--- src/hw/rtl/sstk_pkg.sv ---
// Shared constants, command codes and control structs for the segmented stack.
// Used by sstk_ctrl, sstk_dp and the top level segmented_stack_with_pop_at.
package sstk_pkg;

    localparam int NUM_SEGS   = 16;
    localparam int SEG_DEPTH  = 16;
    localparam int DATA_WIDTH = 32;

    localparam int SEG_W  = $clog2(NUM_SEGS);
    localparam int POS_W  = $clog2(SEG_DEPTH);
    localparam int CNT_W  = $clog2(NUM_SEGS + 1);
    localparam int FILL_W = $clog2(SEG_DEPTH + 1);
    localparam int ADDR_W = SEG_W + POS_W;

    localparam int HEIGHT_W  = 5;
    localparam int CMD_W     = 2;
    localparam int STATUS_W  = 2;
    localparam int IN_DATA_W  = 40;
    localparam int OUT_DATA_W = 48;

    localparam logic [HEIGHT_W-1:0] HEIGHT_RESET = HEIGHT_W'(16);

    localparam logic [CMD_W-1:0] CMD_PUSH   = 2'd0;
    localparam logic [CMD_W-1:0] CMD_POP    = 2'd1;
    localparam logic [CMD_W-1:0] CMD_POP_AT = 2'd2;

    localparam logic [STATUS_W-1:0] ST_OK        = 2'd0;
    localparam logic [STATUS_W-1:0] ST_UNDERFLOW = 2'd1;
    localparam logic [STATUS_W-1:0] ST_OVERFLOW  = 2'd2;
    localparam logic [STATUS_W-1:0] ST_BAD_INDEX = 2'd3;

    // Controller to datapath.
    typedef struct packed {
        logic load;
        logic exec;
        logic view;
        logic emit;
    } sstk_cmd_t;

    // Datapath to controller.
    typedef struct packed {
        logic out_free;
    } sstk_stat_t;

endpackage

--- src/hw/rtl/sstk_ctrl.sv ---
// Sequencer for the segmented stack: load, execute, view, emit.
// Depends on sstk_pkg for the command and status structs.
module sstk_ctrl
    import sstk_pkg::*;
(
    input  logic       aclk,
    input  logic       aresetn,
    input  logic       s_tvalid,
    output logic       s_tready,
    input  sstk_stat_t stat,
    output sstk_cmd_t  cmd
);

    localparam logic [1:0] ST_IDLE = 2'd0;
    localparam logic [1:0] ST_EXEC = 2'd1;
    localparam logic [1:0] ST_VIEW = 2'd2;
    localparam logic [1:0] ST_READ = 2'd3;

    logic [1:0] state_reg;
    logic [1:0] state_next;

    assign s_tready = (state_reg == ST_IDLE);

    always_comb begin
        state_next = state_reg;
        cmd        = '0;
        case (state_reg)
            ST_IDLE: begin
                if (s_tvalid) begin
                    cmd.load   = 1'b1;
                    state_next = ST_EXEC;
                end
            end
            ST_EXEC: begin
                cmd.exec   = 1'b1;
                state_next = ST_VIEW;
            end
            ST_VIEW: begin
                cmd.view   = 1'b1;
                state_next = ST_READ;
            end
            ST_READ: begin
                // hold here while the output register is still occupied
                if (stat.out_free) begin
                    cmd.emit   = 1'b1;
                    state_next = ST_IDLE;
                end
            end
            default: begin
                state_next = ST_IDLE;
            end
        endcase
    end

    always_ff @(posedge aclk) begin
        if (!aresetn) begin
            state_reg <= ST_IDLE;
        end else begin
            state_reg <= state_next;
        end
    end

endmodule

--- config.mk ---
export PLATFORM = sky130hd
export DESIGN_NAME = sstk_ctrl
export DESIGN_NICKNAME = d
export VERILOG_FILES = /design/src/hw/rtl/sstk_pkg.sv /design/src/hw/rtl/sstk_ctrl.sv
export SDC_FILE = /design/constraint.sdc
export NUM_CORES = 1
export LEC_CHECK = 0
export ABC_AREA = 1
export BUFFER_PORTS_ARGS = -buffer_cell sky130_fd_sc_hd__buf_4
export CAP_MARGIN = 20
export CORE_AREA = 5 5 42 44
export DETAILED_ROUTE_END_ITERATION = 7
export DIE_AREA = 0 0 47 49
export HOLD_SLACK_MARGIN = 0.05
export SLEW_MARGIN = 20
export SYNTH_ARGS = -nofsm -noshare
export SYNTH_HDL_FRONTEND = slang
export SYNTH_SLANG_ARGS = --single-unit
export TNS_END_PERCENT = 1
--- constraint.sdc ---
create_clock -name aclk -period 3.6 [get_ports aclk]
set_clock_uncertainty 0.2 [all_clocks]
set_input_delay 0.72 -clock aclk [delete_from_list [all_inputs] [get_ports aclk]]
set_output_delay 0.72 -clock aclk [all_outputs]
set_load 0.01 [all_outputs]
; ---- Word level (Yosys, flattened, before mapping)
; Cells that the tools add are included.
[word_totals]
regBits = 2
out_inout_bits = 5
elab_cells = 17
inputBits = 4
[op_classes]
n_eq_ne = 5
mux = 9
reduce_logical = 2
[op_table]
columns = op, count
row1 = $pmux W2 S4, 1
row2 = $mux W1, 6
row3 = $eq A2 B2 Y1 const B, 2
row4 = $mux W2, 2
row5 = $ne A2 B2 Y1 const B, 2
row6 = $eq A2 B1 Y1 const B, 1
row7 = $logic_not A2 Y1, 1
row8 = $reduce_and A2 Y1, 1

; ---- Longest topological paths before layout
; Gate-level depths: netlist (run 1).
[logic_depth]
ltp_word = 3
depth_mapped = 6
ltp_nobuf = 6

; ---- Worst setup path after synthesis (run 1)
; Ideal clock, no wire load.
[synth_timing]
kind = input to output
start = input port s_tvalid
end = output port cmd[3] (netlist name)
path_stages = 2
path_slack_ps = 1835
arrival_time_ps = 845
path_buffers = 0
path_cell_list = nand2_1 > inv_1
[synth_rtl]
columns = element, line_no
row1 = start: declaration, sstk_ctrl.sv:8  ; input logic s_tvalid,
row2 = end: declaration, sstk_ctrl.sv:11  ; output sstk_cmd_t cmd

==> results of run 1 <==
[worst paths after layout]
path	start	end	slack (ns)	cells after the start
max	state_reg[0]	cmd[3]	1.54	5
min	state_reg[0]	state_reg[0]	0.34	2
max reg2reg	state_reg[0]	state_reg[0]	2.32	6
min reg2reg	state_reg[0]	state_reg[0]	0.34	2
[per-layer routing]
metal | vias up | global-route usage, %
met5 | - | 0
met4 | 0 | 5.53
met3 | 2 | 2.21
met2 | 8 | 4.52
met1 | 66 | 5.25
li1 | 97 | -
[cells by family after synthesis]
kind of cell,count (synthesis)
simple gates,11
buf+inv,7
fa+ha+maj,4
compound gates,2
flops,2
[worst min-delay path: stages, from the launching register on]
cell and delay [ns]:
dfxtp_1 0.37, a21oi_1 0.06, nor2_1 0.08
[layout make-up]
| type | count | area share (%) |
|---|---|---|
| clock buffer | 3 | 8.00 |
| inverter | 7 | 9.33 |
| multi-input combinational | 17 | 40.0 |
| sequential | 2 | 14.2 |
| tap | 16 | 7.11 |
| timing repair buffer | 8 | 21.3 |
[power by group]
part | leakage [nW] | internal (mW) | switching [mW] | total, mW
clock | 0.0138 | 0.0367 | 0.0123 | 0.0490
combinational | 0.140 | 0.0588 | 0.0618 | 0.121
sequential | 0.0166 | 0.0321 | 0.0102 | 0.0423
[cells in the final DEF, fill, tap and decap left out]
cell type  instances
buf_4              8
inv_1              7
nand2_1            5
ha_1               4
nor2_1             3
clkbuf_4           3
nand2_2            2
a21oi_1            2
dfxtp_1            2
nand3_2            1
[metrics by stage]
stage               total power, mW  utilization, %  worst slack [ns]  instance area [um2]
floorplan                     0.122               -              1.84                  179
global placement              0.164            18.5              1.63                  259
detailed placement            0.165            18.5              1.62                  259
CTS                           0.218            20.1              1.52                  282
global route                  0.244            20.1              1.45                  282
finish                        0.212            20.1              1.54                  282
==> results.md, run 1 <==
* Status: finished clean
* Worst setup SP type: flip-flop
* CTS Buffer Depth at 2
* Worst path slowest cell: dfxtp_1
* Starting Density at 12.8%
* Die Y at 49 um
* EDFF count, synth at 0
* Final hold vios at 0
* Library cells used by synthesis at 8
* Via count at ~170
* Crit path top cell by count: inv_1
* Gate Count Post-Synth at 26
* Drt pass-1 iters at 2
* Vias per inst at about 3.3
* Initial antenna violation count at 0
* DRT iter0 DRCs at 3
* Top-count cell post-synth: inv_1
* Post-CTS Setup Bufs at 0
* # port buffers at 8
* Vias in the first global route at 179
* Rel. slew slack at 90.2%
* Syn avg cell area at ~6.9 um2
* Non-filler cells in the finished layout at 53
* RSZ-0062 raised after global routing: false
* Synth warnings at 0
* CP Max Fanout at 4
* Crit path kind: flip-flop to output pin
* Mux contribution to synthesized area at 0%
* Post-Place Cells at 50
* Peak supply drop at just over 200 uV
* Hold-fix buffers, CTS at 0
* Row cnt at 14
* Compound-Gate Fraction of Synth Area at under 10%
* Max cap viols at 0
* Largest net degree at the start of global routing at 5
* Die W at 47 um
* Synthesized area at approximately 180 um2
* Largest cells by area after synthesis: ha_1 28%, dfxtp_1 22%, inv_1 15%
* CP Buf/Inv Count at 3
* Clock Latency Late Sink at 0.22 ns
* Async S/R FF share, synth at 0%
* Root Driver: clkbuf_4
* Total length of routed wires at approximately 370 um
* Tmin final at 2.06 ns
* Routed len/inst at between 6 and 7 um
* Endpoints failing setup at 0
* Cell Pwr Density at around 750 nW/um2
* Multi-input logic area at approximately 110 um2
* Final period util at 57.2%
* Synth top area share at between 20% and 30%
* Kind of end point of the critical path: output pin
* Hold slack at 0.340 ns
* Worst Tran Pin Value at between 0.1 and 0.15 ns
* HPWL after DPL at approximately 290 um
* Routed wl met2 at ~140 um
* FMAX at 486 MHz
* Gr usage total at under 10%
* H-tree levels at 1
* Main combinational cell family by area after synthesis: simple AND/OR/NAND/NOR gates
* Top cell type by total area after synthesis: ha_1
* XOR/XNOR Fraction of Synth Area at 0%
* Synth Area in Adders at 28.0%
* DRC at 0
* Total clock sinks at 2
* Crit path DAT at approximately 1.1 ns
* Total CTS buffers at 3
* Simple-gate share of the synthesized area at a little under 30%
* Uppermost layer routed: met4
* Sequential area share after synthesis at roughly 22%
* Number of flip-flops under the largest register name at 2
* Gr ovfl total at 0
* M1 WL at 153 um
* Worst hold path class: flip-flop to flip-flop
* First-pass GRT wire length at approximately 660 um
* Pins over their slew limit at 0
* Synth Register Bits at 2
* Synth-to-layout area growth at 57.3%
* Proportion of layout cells with a drive suffix above 1 at 37.8%
* # resized after CTS at 0
* Post-Route Setup TNS at 0 ns
* CORE AREA at about 1400 um2
* GPL Wtd Cong at between 0.5 and 0.6
* Leakage power at between 0.15 and 0.2 nW
* Antenna Violating Nets Remaining at 0
* Register area at around 40 um2
* Reg clk slew, reported paths at 0.03 ns
* CTS tree: yes
* # IOs at 9
* Die area at about 2300 um2
* Synth cell count leaders: 7 x inv_1, 5 x nand2_1, 4 x ha_1
* Fin nets at 47
* Metal3 WL at 52 um
* Synth Flop Type: dfxtp_1
* Required @ worst endpoint at around 2.7 ns
* Worst-path cell chain: inv_1, ha_1, nand2_1, inv_1, buf_4
* CP max stage delay at 0.37 ns
* Largest delay contributor family on the critical path: flip-flops
* Ant. Diodes at 0
* Synthesized Nets at 34
* Number of fill cells at about 170
Note: power is estimated with default switching activity, not from simulation.
==> run 2, diff against run 1 <==
- clock period: 3.6 -> 2.1 ns (I/O delays scaled with it)
==> run 2 against run 1 <==
Compared with the run above:
- utilization stayed put
- setup slack worse by 1.2 ns
- clock power is 70% higher
- first-iteration DRC count is 67% lower
==> results.md, run 2 (synthesis gave the netlist of run 1 again) <==
* Sequential power share at 20.1% (about the same)
* CP Max Fanout at 4 (unchanged)
* Register area at 40.0 um2 (unchanged)
* Post-Route Setup TNS at 0 ns (unchanged)
* Largest net degree at the start of global routing at 5 (unchanged)
* H-tree levels at 1 (unchanged)
* R2r startpoint: state_reg[0]
* Starting Density at 12.8% (unchanged)
* Int Pwr at 0.219 mW (+71%)
* Worst setup SP type: flip-flop
* Fin nets at 47 (unchanged)
* CP max stage delay at 0.37 ns (about the same)
* Vias per inst at 3.25 (-0.58%)
* Post-Place Worst Slack at 0.550 ns (-1.07 ns)
* Largest delay contributor family on the critical path: flip-flops
* Synth-to-layout area growth at 57.3% (unchanged)
* Routed len/inst at 6.81 um (-1.1%)
* Number of flip-flops under the largest register name at 2 (unchanged)
* Peak supply drop at 291 uV (+43%)
* Commonest non-fill, non-tap cell in the layout: buf_4
* Post-Place Cells at 50 (unchanged)
* Kind of end point of the critical path: output pin
* Multi-input logic area at 113 um2 (unchanged)
* Via count at 172 (-0.58%)
* Row cnt at 14 (unchanged)
* Worst-path cell chain: inv_1, ha_1, nand2_1, inv_1, buf_4
* HPWL after DPL at 308 um (+7.4%)
* Total clock sinks at 2 (unchanged)
* Gr ovfl total at 0 (unchanged)
* Sw Share at 39.7% (-0.094 points)
* Worst Tran Pin Value at 0.149 ns (+0.00248 ns)
* Required @ worst endpoint at 1.48 ns (-1.20 ns)
* CTS Buffer Depth at 2 (unchanged)
* Tmin final at between 1.5 and 2 ns
* First-pass GRT wire length at 696 um (+6.3%)
* CORE AREA at 1400 um2 (unchanged)
* Leakage power at 0.170 nW (unchanged)
* Status: finished clean
* Crit path top cell by count: inv_1
* Vias in the first global route at 179 (unchanged)
* Worst hold path class: input pin to flip-flop
* CP Buf/Inv Count at 3 (unchanged)
* Clock share of power at 23.0% (about the same)
* Worst path slowest cell: dfxtp_1
* Crit path DAT at 1.14 ns (about the same)
* Pins over their slew limit at 0 (unchanged)
* Drt pass-1 iters at 2 (unchanged)
* Switching power at 0.144 mW (+71%)
* Proportion of layout cells with a drive suffix above 1 at 37.8% (unchanged)
* # resized after CTS at 0 (unchanged)
* Rel. slew slack at 90.1% (-0.17 points)
* Die area at 2300 um2 (unchanged)
* CP Launch Point: state_reg[0]
* Reg clk slew, reported paths at 0.03 ns (about the same)
* DRC at 0 (unchanged)
* Commonest non-fill, non-tap cells in the layout: 8 x buf_4, 7 x inv_1, 5 x nand2_1, 4 x ha_1
* Antenna Violating Nets Remaining at 0 (unchanged)
* Number of fill cells at 172 (+3.6%)
* Die Y at 49 um (unchanged)
* # IOs at 9 (unchanged)
* Cell Pwr Density at 1290 nW/um2 (+71%)
* Initial antenna violation count at 0 (unchanged)
* Gr usage total at 4.50% (+0.14 points)
* Root Driver: clkbuf_4
* Final period util at about 84%
* CTS tree: yes
* Hold-fix buffers, CTS at 0 (unchanged)
* Total length of routed wires at 361 um (-1.1%)
* Non-filler cells in the finished layout at 53 (unchanged)
* Total CTS buffers at 3 (unchanged)
* DRT iter0 DRCs at 1 (-2)
* Endpoints failing setup at 0 (unchanged)
* Setup ws final at 0.335 ns (-1.21 ns)
* FMAX at 567 MHz
* Post-CTS Setup Bufs at 0 (unchanged)
* Logic pwr share at 56.9% (about the same)
* Die W at 47 um (unchanged)
* # port buffers at 8 (unchanged)
* RSZ-0062 raised after global routing: false
* Crit path kind: flip-flop to output pin
* Max cap viols at 0 (unchanged)
* Ant. Diodes at 0 (unchanged)
* Final hold vios at 0 (unchanged)
* Clock Latency Late Sink at 0.22 ns (about the same)
* HP Start: aresetn
* GPL Wtd Cong at 0.557 (-2.8%)
## run 2: cell type report
type | instances | share of cell area (%)
flip-flops and latches | 2 | 14.2
well taps | 16 | 7.11
multi-input cells | 17 | 40.0
repair buffers | 8 | 21.3
inverters | 7 | 9.33
clock buffers | 3 | 8.00
## run 2: per-stage QoR
| stage | power, mW | cell area [um2] | hold slack, ns | utilization, % |
|---|---|---|---|---|
| after floorplan | 0.209 | 179 | 0.292 | - |
| after global placement | 0.281 | 259 | 0.313 | 18.5 |
| after detailed placement | 0.286 | 259 | 0.340 | 18.5 |
| after CTS | 0.375 | 282 | 0.227 | 20.1 |
| after global routing | 0.415 | 282 | 0.232 | 20.1 |
| final | 0.362 | 282 | 0.231 | 20.1 |
## run 2: worst reg2reg max path, stage by stage, from the launching register on
cell and delay (ns):
dfxtp_1 0.37, inv_1 0.08, ha_1 0.24, nor2_1 0.12, nand2_1 0.06, nand2_1 0.05
nor2_1 0.04
## run 2: path summary, 6_finish.rpt
check / endpoint / slack, ns / depth (start not counted)
setup / recovery: cmd[3] / 0.34 / 5
hold / removal: state_reg[1] / 0.23 / 3
setup reg to reg: state_reg[0] / 0.82 / 6
hold reg to reg: state_reg[1] / 0.35 / 2
## run 2: power groups by stage
stage | Clock, mW | Combinational (mW) | Sequential, mW
floorplan | 0 | 0.140 | 0.0686
global placement | 0 | 0.210 | 0.0708
detailed placement | 0 | 0.212 | 0.0736
CTS | 0.0893 | 0.213 | 0.0730
global route | 0.0956 | 0.243 | 0.0766
finish | 0.0832 | 0.206 | 0.0730
## run 2: routing by layer
metal  vias to the layer above  wire, um  global-route usage, %
met5                         -         0                      0
met4                         0         0                   1.38
met3                         0        60                   5.54
met2                         8       142                   5.20
met1                        66       157                   5.03
li1                         98         -                      -
==> run 3, diff against run 2 <==
- clock period: 2.1 -> 1.5 ns (I/O delays scaled with it)
==> run 3 against run 2 <==
Compared with the run above:
- the run now ends with negative setup slack left
- power is 89% higher
- non-clock buffer count is 3 higher
- register-to-register slack worse by 0.72 ns
- largest power group unchanged
- highest routed layer unchanged
==> results.md, run 3 (synthesis gave the netlist of run 1 again) <==
* Worst path slowest cell: dfxtp_4
* Proportion of layout cells with a drive suffix above 1 at 72.5% (+35 points)
* CP Max Fanout at 4 (unchanged)
* Root Driver: clkbuf_4
* Final core utilization at 25.9% (+5.8 points)
* Via count at 193 (+12%)
* # IOs at 9 (unchanged)
* Required @ worst endpoint at 1.00 ns (-0.48 ns)
* Gr usage total at 4.78% (+0.28 points)
* Hold path cells at 3 (unchanged)
* Clock Latency Late Sink at 0.22 ns (about the same)
* Failing checks: negative setup slack
* Hold slack at 0.115 ns (-0.116 ns)
* Reg clk slew, reported paths at 0.03 ns (about the same)
* Crit path DAT at 1.00 ns (-0.14 ns)
* Leakage power at 0.183 nW (+7.3%)
* Commonest non-fill, non-tap cells in the layout: 8 x buf_4, 4 x nand2_2
* Commonest non-fill, non-tap cell in the layout: buf_4
* RSZ-0062 raised after global routing: true
* Final period util at 100%
* Largest net degree at the start of global routing at 5 (unchanged)
* First-pass GRT wire length at 724 um (+4.0%)
* Total CTS buffers at 3 (unchanged)
* Register area at 47.5 um2 (+19%)
* Worst Tran Pin Value at 0.111 ns (-0.0376 ns)
* Worst setup SP type: flip-flop
* Gr ovfl total at 0 (unchanged)
* Max cap viols at 0 (unchanged)
* CP Buf/Inv Count at 2 (-1)
* Kind of end point of the critical path: output pin
* Hold-fix buffers, CTS at 0 (unchanged)
* Rel. slew slack at 92.6% (+2.5 points)
* Overall power at 0.686 mW (+89%)
* Antenna Violating Nets Remaining at 0 (unchanged)
* Fin nets at 50 (+6.4%)
* Vias in the first global route at 182 (+1.7%)
* Drt pass-1 iters at 2 (unchanged)
* Die area at 2300 um2 (unchanged)
* Starting Density at 12.8% (unchanged)
* Reg2reg path depth at 8 (+2)
* Worst hold path class: input pin to flip-flop
* Multi-input logic area at 148 um2 (+31%)
* Largest delay contributor family on the critical path: flip-flops
* Peak supply drop at 564 uV (+94%)
* DRC at 0 (unchanged)
* Status: finished, violations left
* Worst-path cell chain: buf_4, ha_2, buf_6
* CORE AREA at 1400 um2 (unchanged)
* Logic depth of the worst setup path including buffers at 3 (-2)
* CTS Buffer Depth at 2 (unchanged)
* Total clock sinks at 2 (unchanged)
* Vias per inst at 3.45 (+6.2%)
* Ant. Diodes at 0 (unchanged)
* Die W at 47 um (unchanged)
* DRT iter0 DRCs at 3 (+2)
* CP max stage delay at 0.36 ns (about the same)
* Final hold vios at 0 (unchanged)
* Synth-to-layout area growth at 103%
* CTS tree: yes
* Initial antenna violation count at 0 (unchanged)
* HPWL after DPL at 298 um (-3.1%)
* Setup ws final at -0.00332 ns (-0.339 ns)
* Endpoints failing setup at 1 (+1)
* Row cnt at 14 (unchanged)
* Post-Route Setup TNS at -0.00332 ns (-0.00332 ns)
* Routed len/inst at 7.95 um (+17%)
* H-tree levels at 1 (unchanged)
* Number of fill cells at 164 (-4.7%)
* # port buffers at 8 (unchanged)
* Tmin final at 1.50 ns
* Cell Pwr Density at 1890 nW/um2 (+47%)
* Crit path kind: flip-flop to output pin
* GPL Wtd Cong at 0.602 (+8.1%)
* FMAX at approximately 670 MHz
* Number of flip-flops under the largest register name at 2 (unchanged)
* Pins over their slew limit at 0 (unchanged)
* Die Y at 49 um (unchanged)
* Total length of routed wires at 445 um (+23%)
## run 3: cell count changes in the layout (fill, tap and decap cells not counted), sizes merged
cell,change
buf,+3
## run 3: timing repair
| item | CTS | global route |
|---|---|---|
| setup endpoints to repair | 4 | 4 |
| setup buffers | 2 | 1 |
| resized for setup | 8 | 13 |
| pin swaps | 2 | 3 |
## run 3: area by class of cell
cell class	count	area share, %
Inverter	7	8.62
Sequential cell	2	13.1
Timing Repair Buffer	11	25.9
Multi-Input combinational cell	17	40.7
Clock buffer	3	6.21
Tap cell	16	5.52
## run 3: worst min-delay path, delay by kind of cell
kind | cells | cell delay, ns
buffers and inverters | 1 | 0.08
and+or+nand+nor | 2 | 0.11
## run 3: routing by layer
layer,global-route usage (%),part of all wire (%),up-vias
met5,0,0,-
met4,1.38,0,0
met3,6.27,16,0
met2,6.56,51,8
met1,4.16,33,81
li1,-,-,104
## run 3: path summary, 6_finish.rpt
path / start / to / slack (ns)
setup / recovery: state_reg[0] / cmd[2] / -0.003
hold / removal: aresetn / state_reg[1] / 0.11
setup reg to reg: state_reg[0] / state_reg[0] / 0.10
hold reg to reg: state_reg[0] / state_reg[0] / 0.35
## run 3: power by group
group          total [mW]  internal [mW]  switching (mW)
Combinational       0.434          0.244           0.190
Clock               0.115         0.0879          0.0268
Sequential          0.138         0.0910          0.0466
Total               0.686          0.423           0.264
## run 3: through the flow
step	setup WS, ns	cell area [um2]	instances
after global routing	-0.0468	363	56
after CTS	-0.00705	319	55
after detailed placement	0.0604	259	50
after floorplan	0.191	179	26
after global placement	0.109	259	50
final	-0.00332	363	56
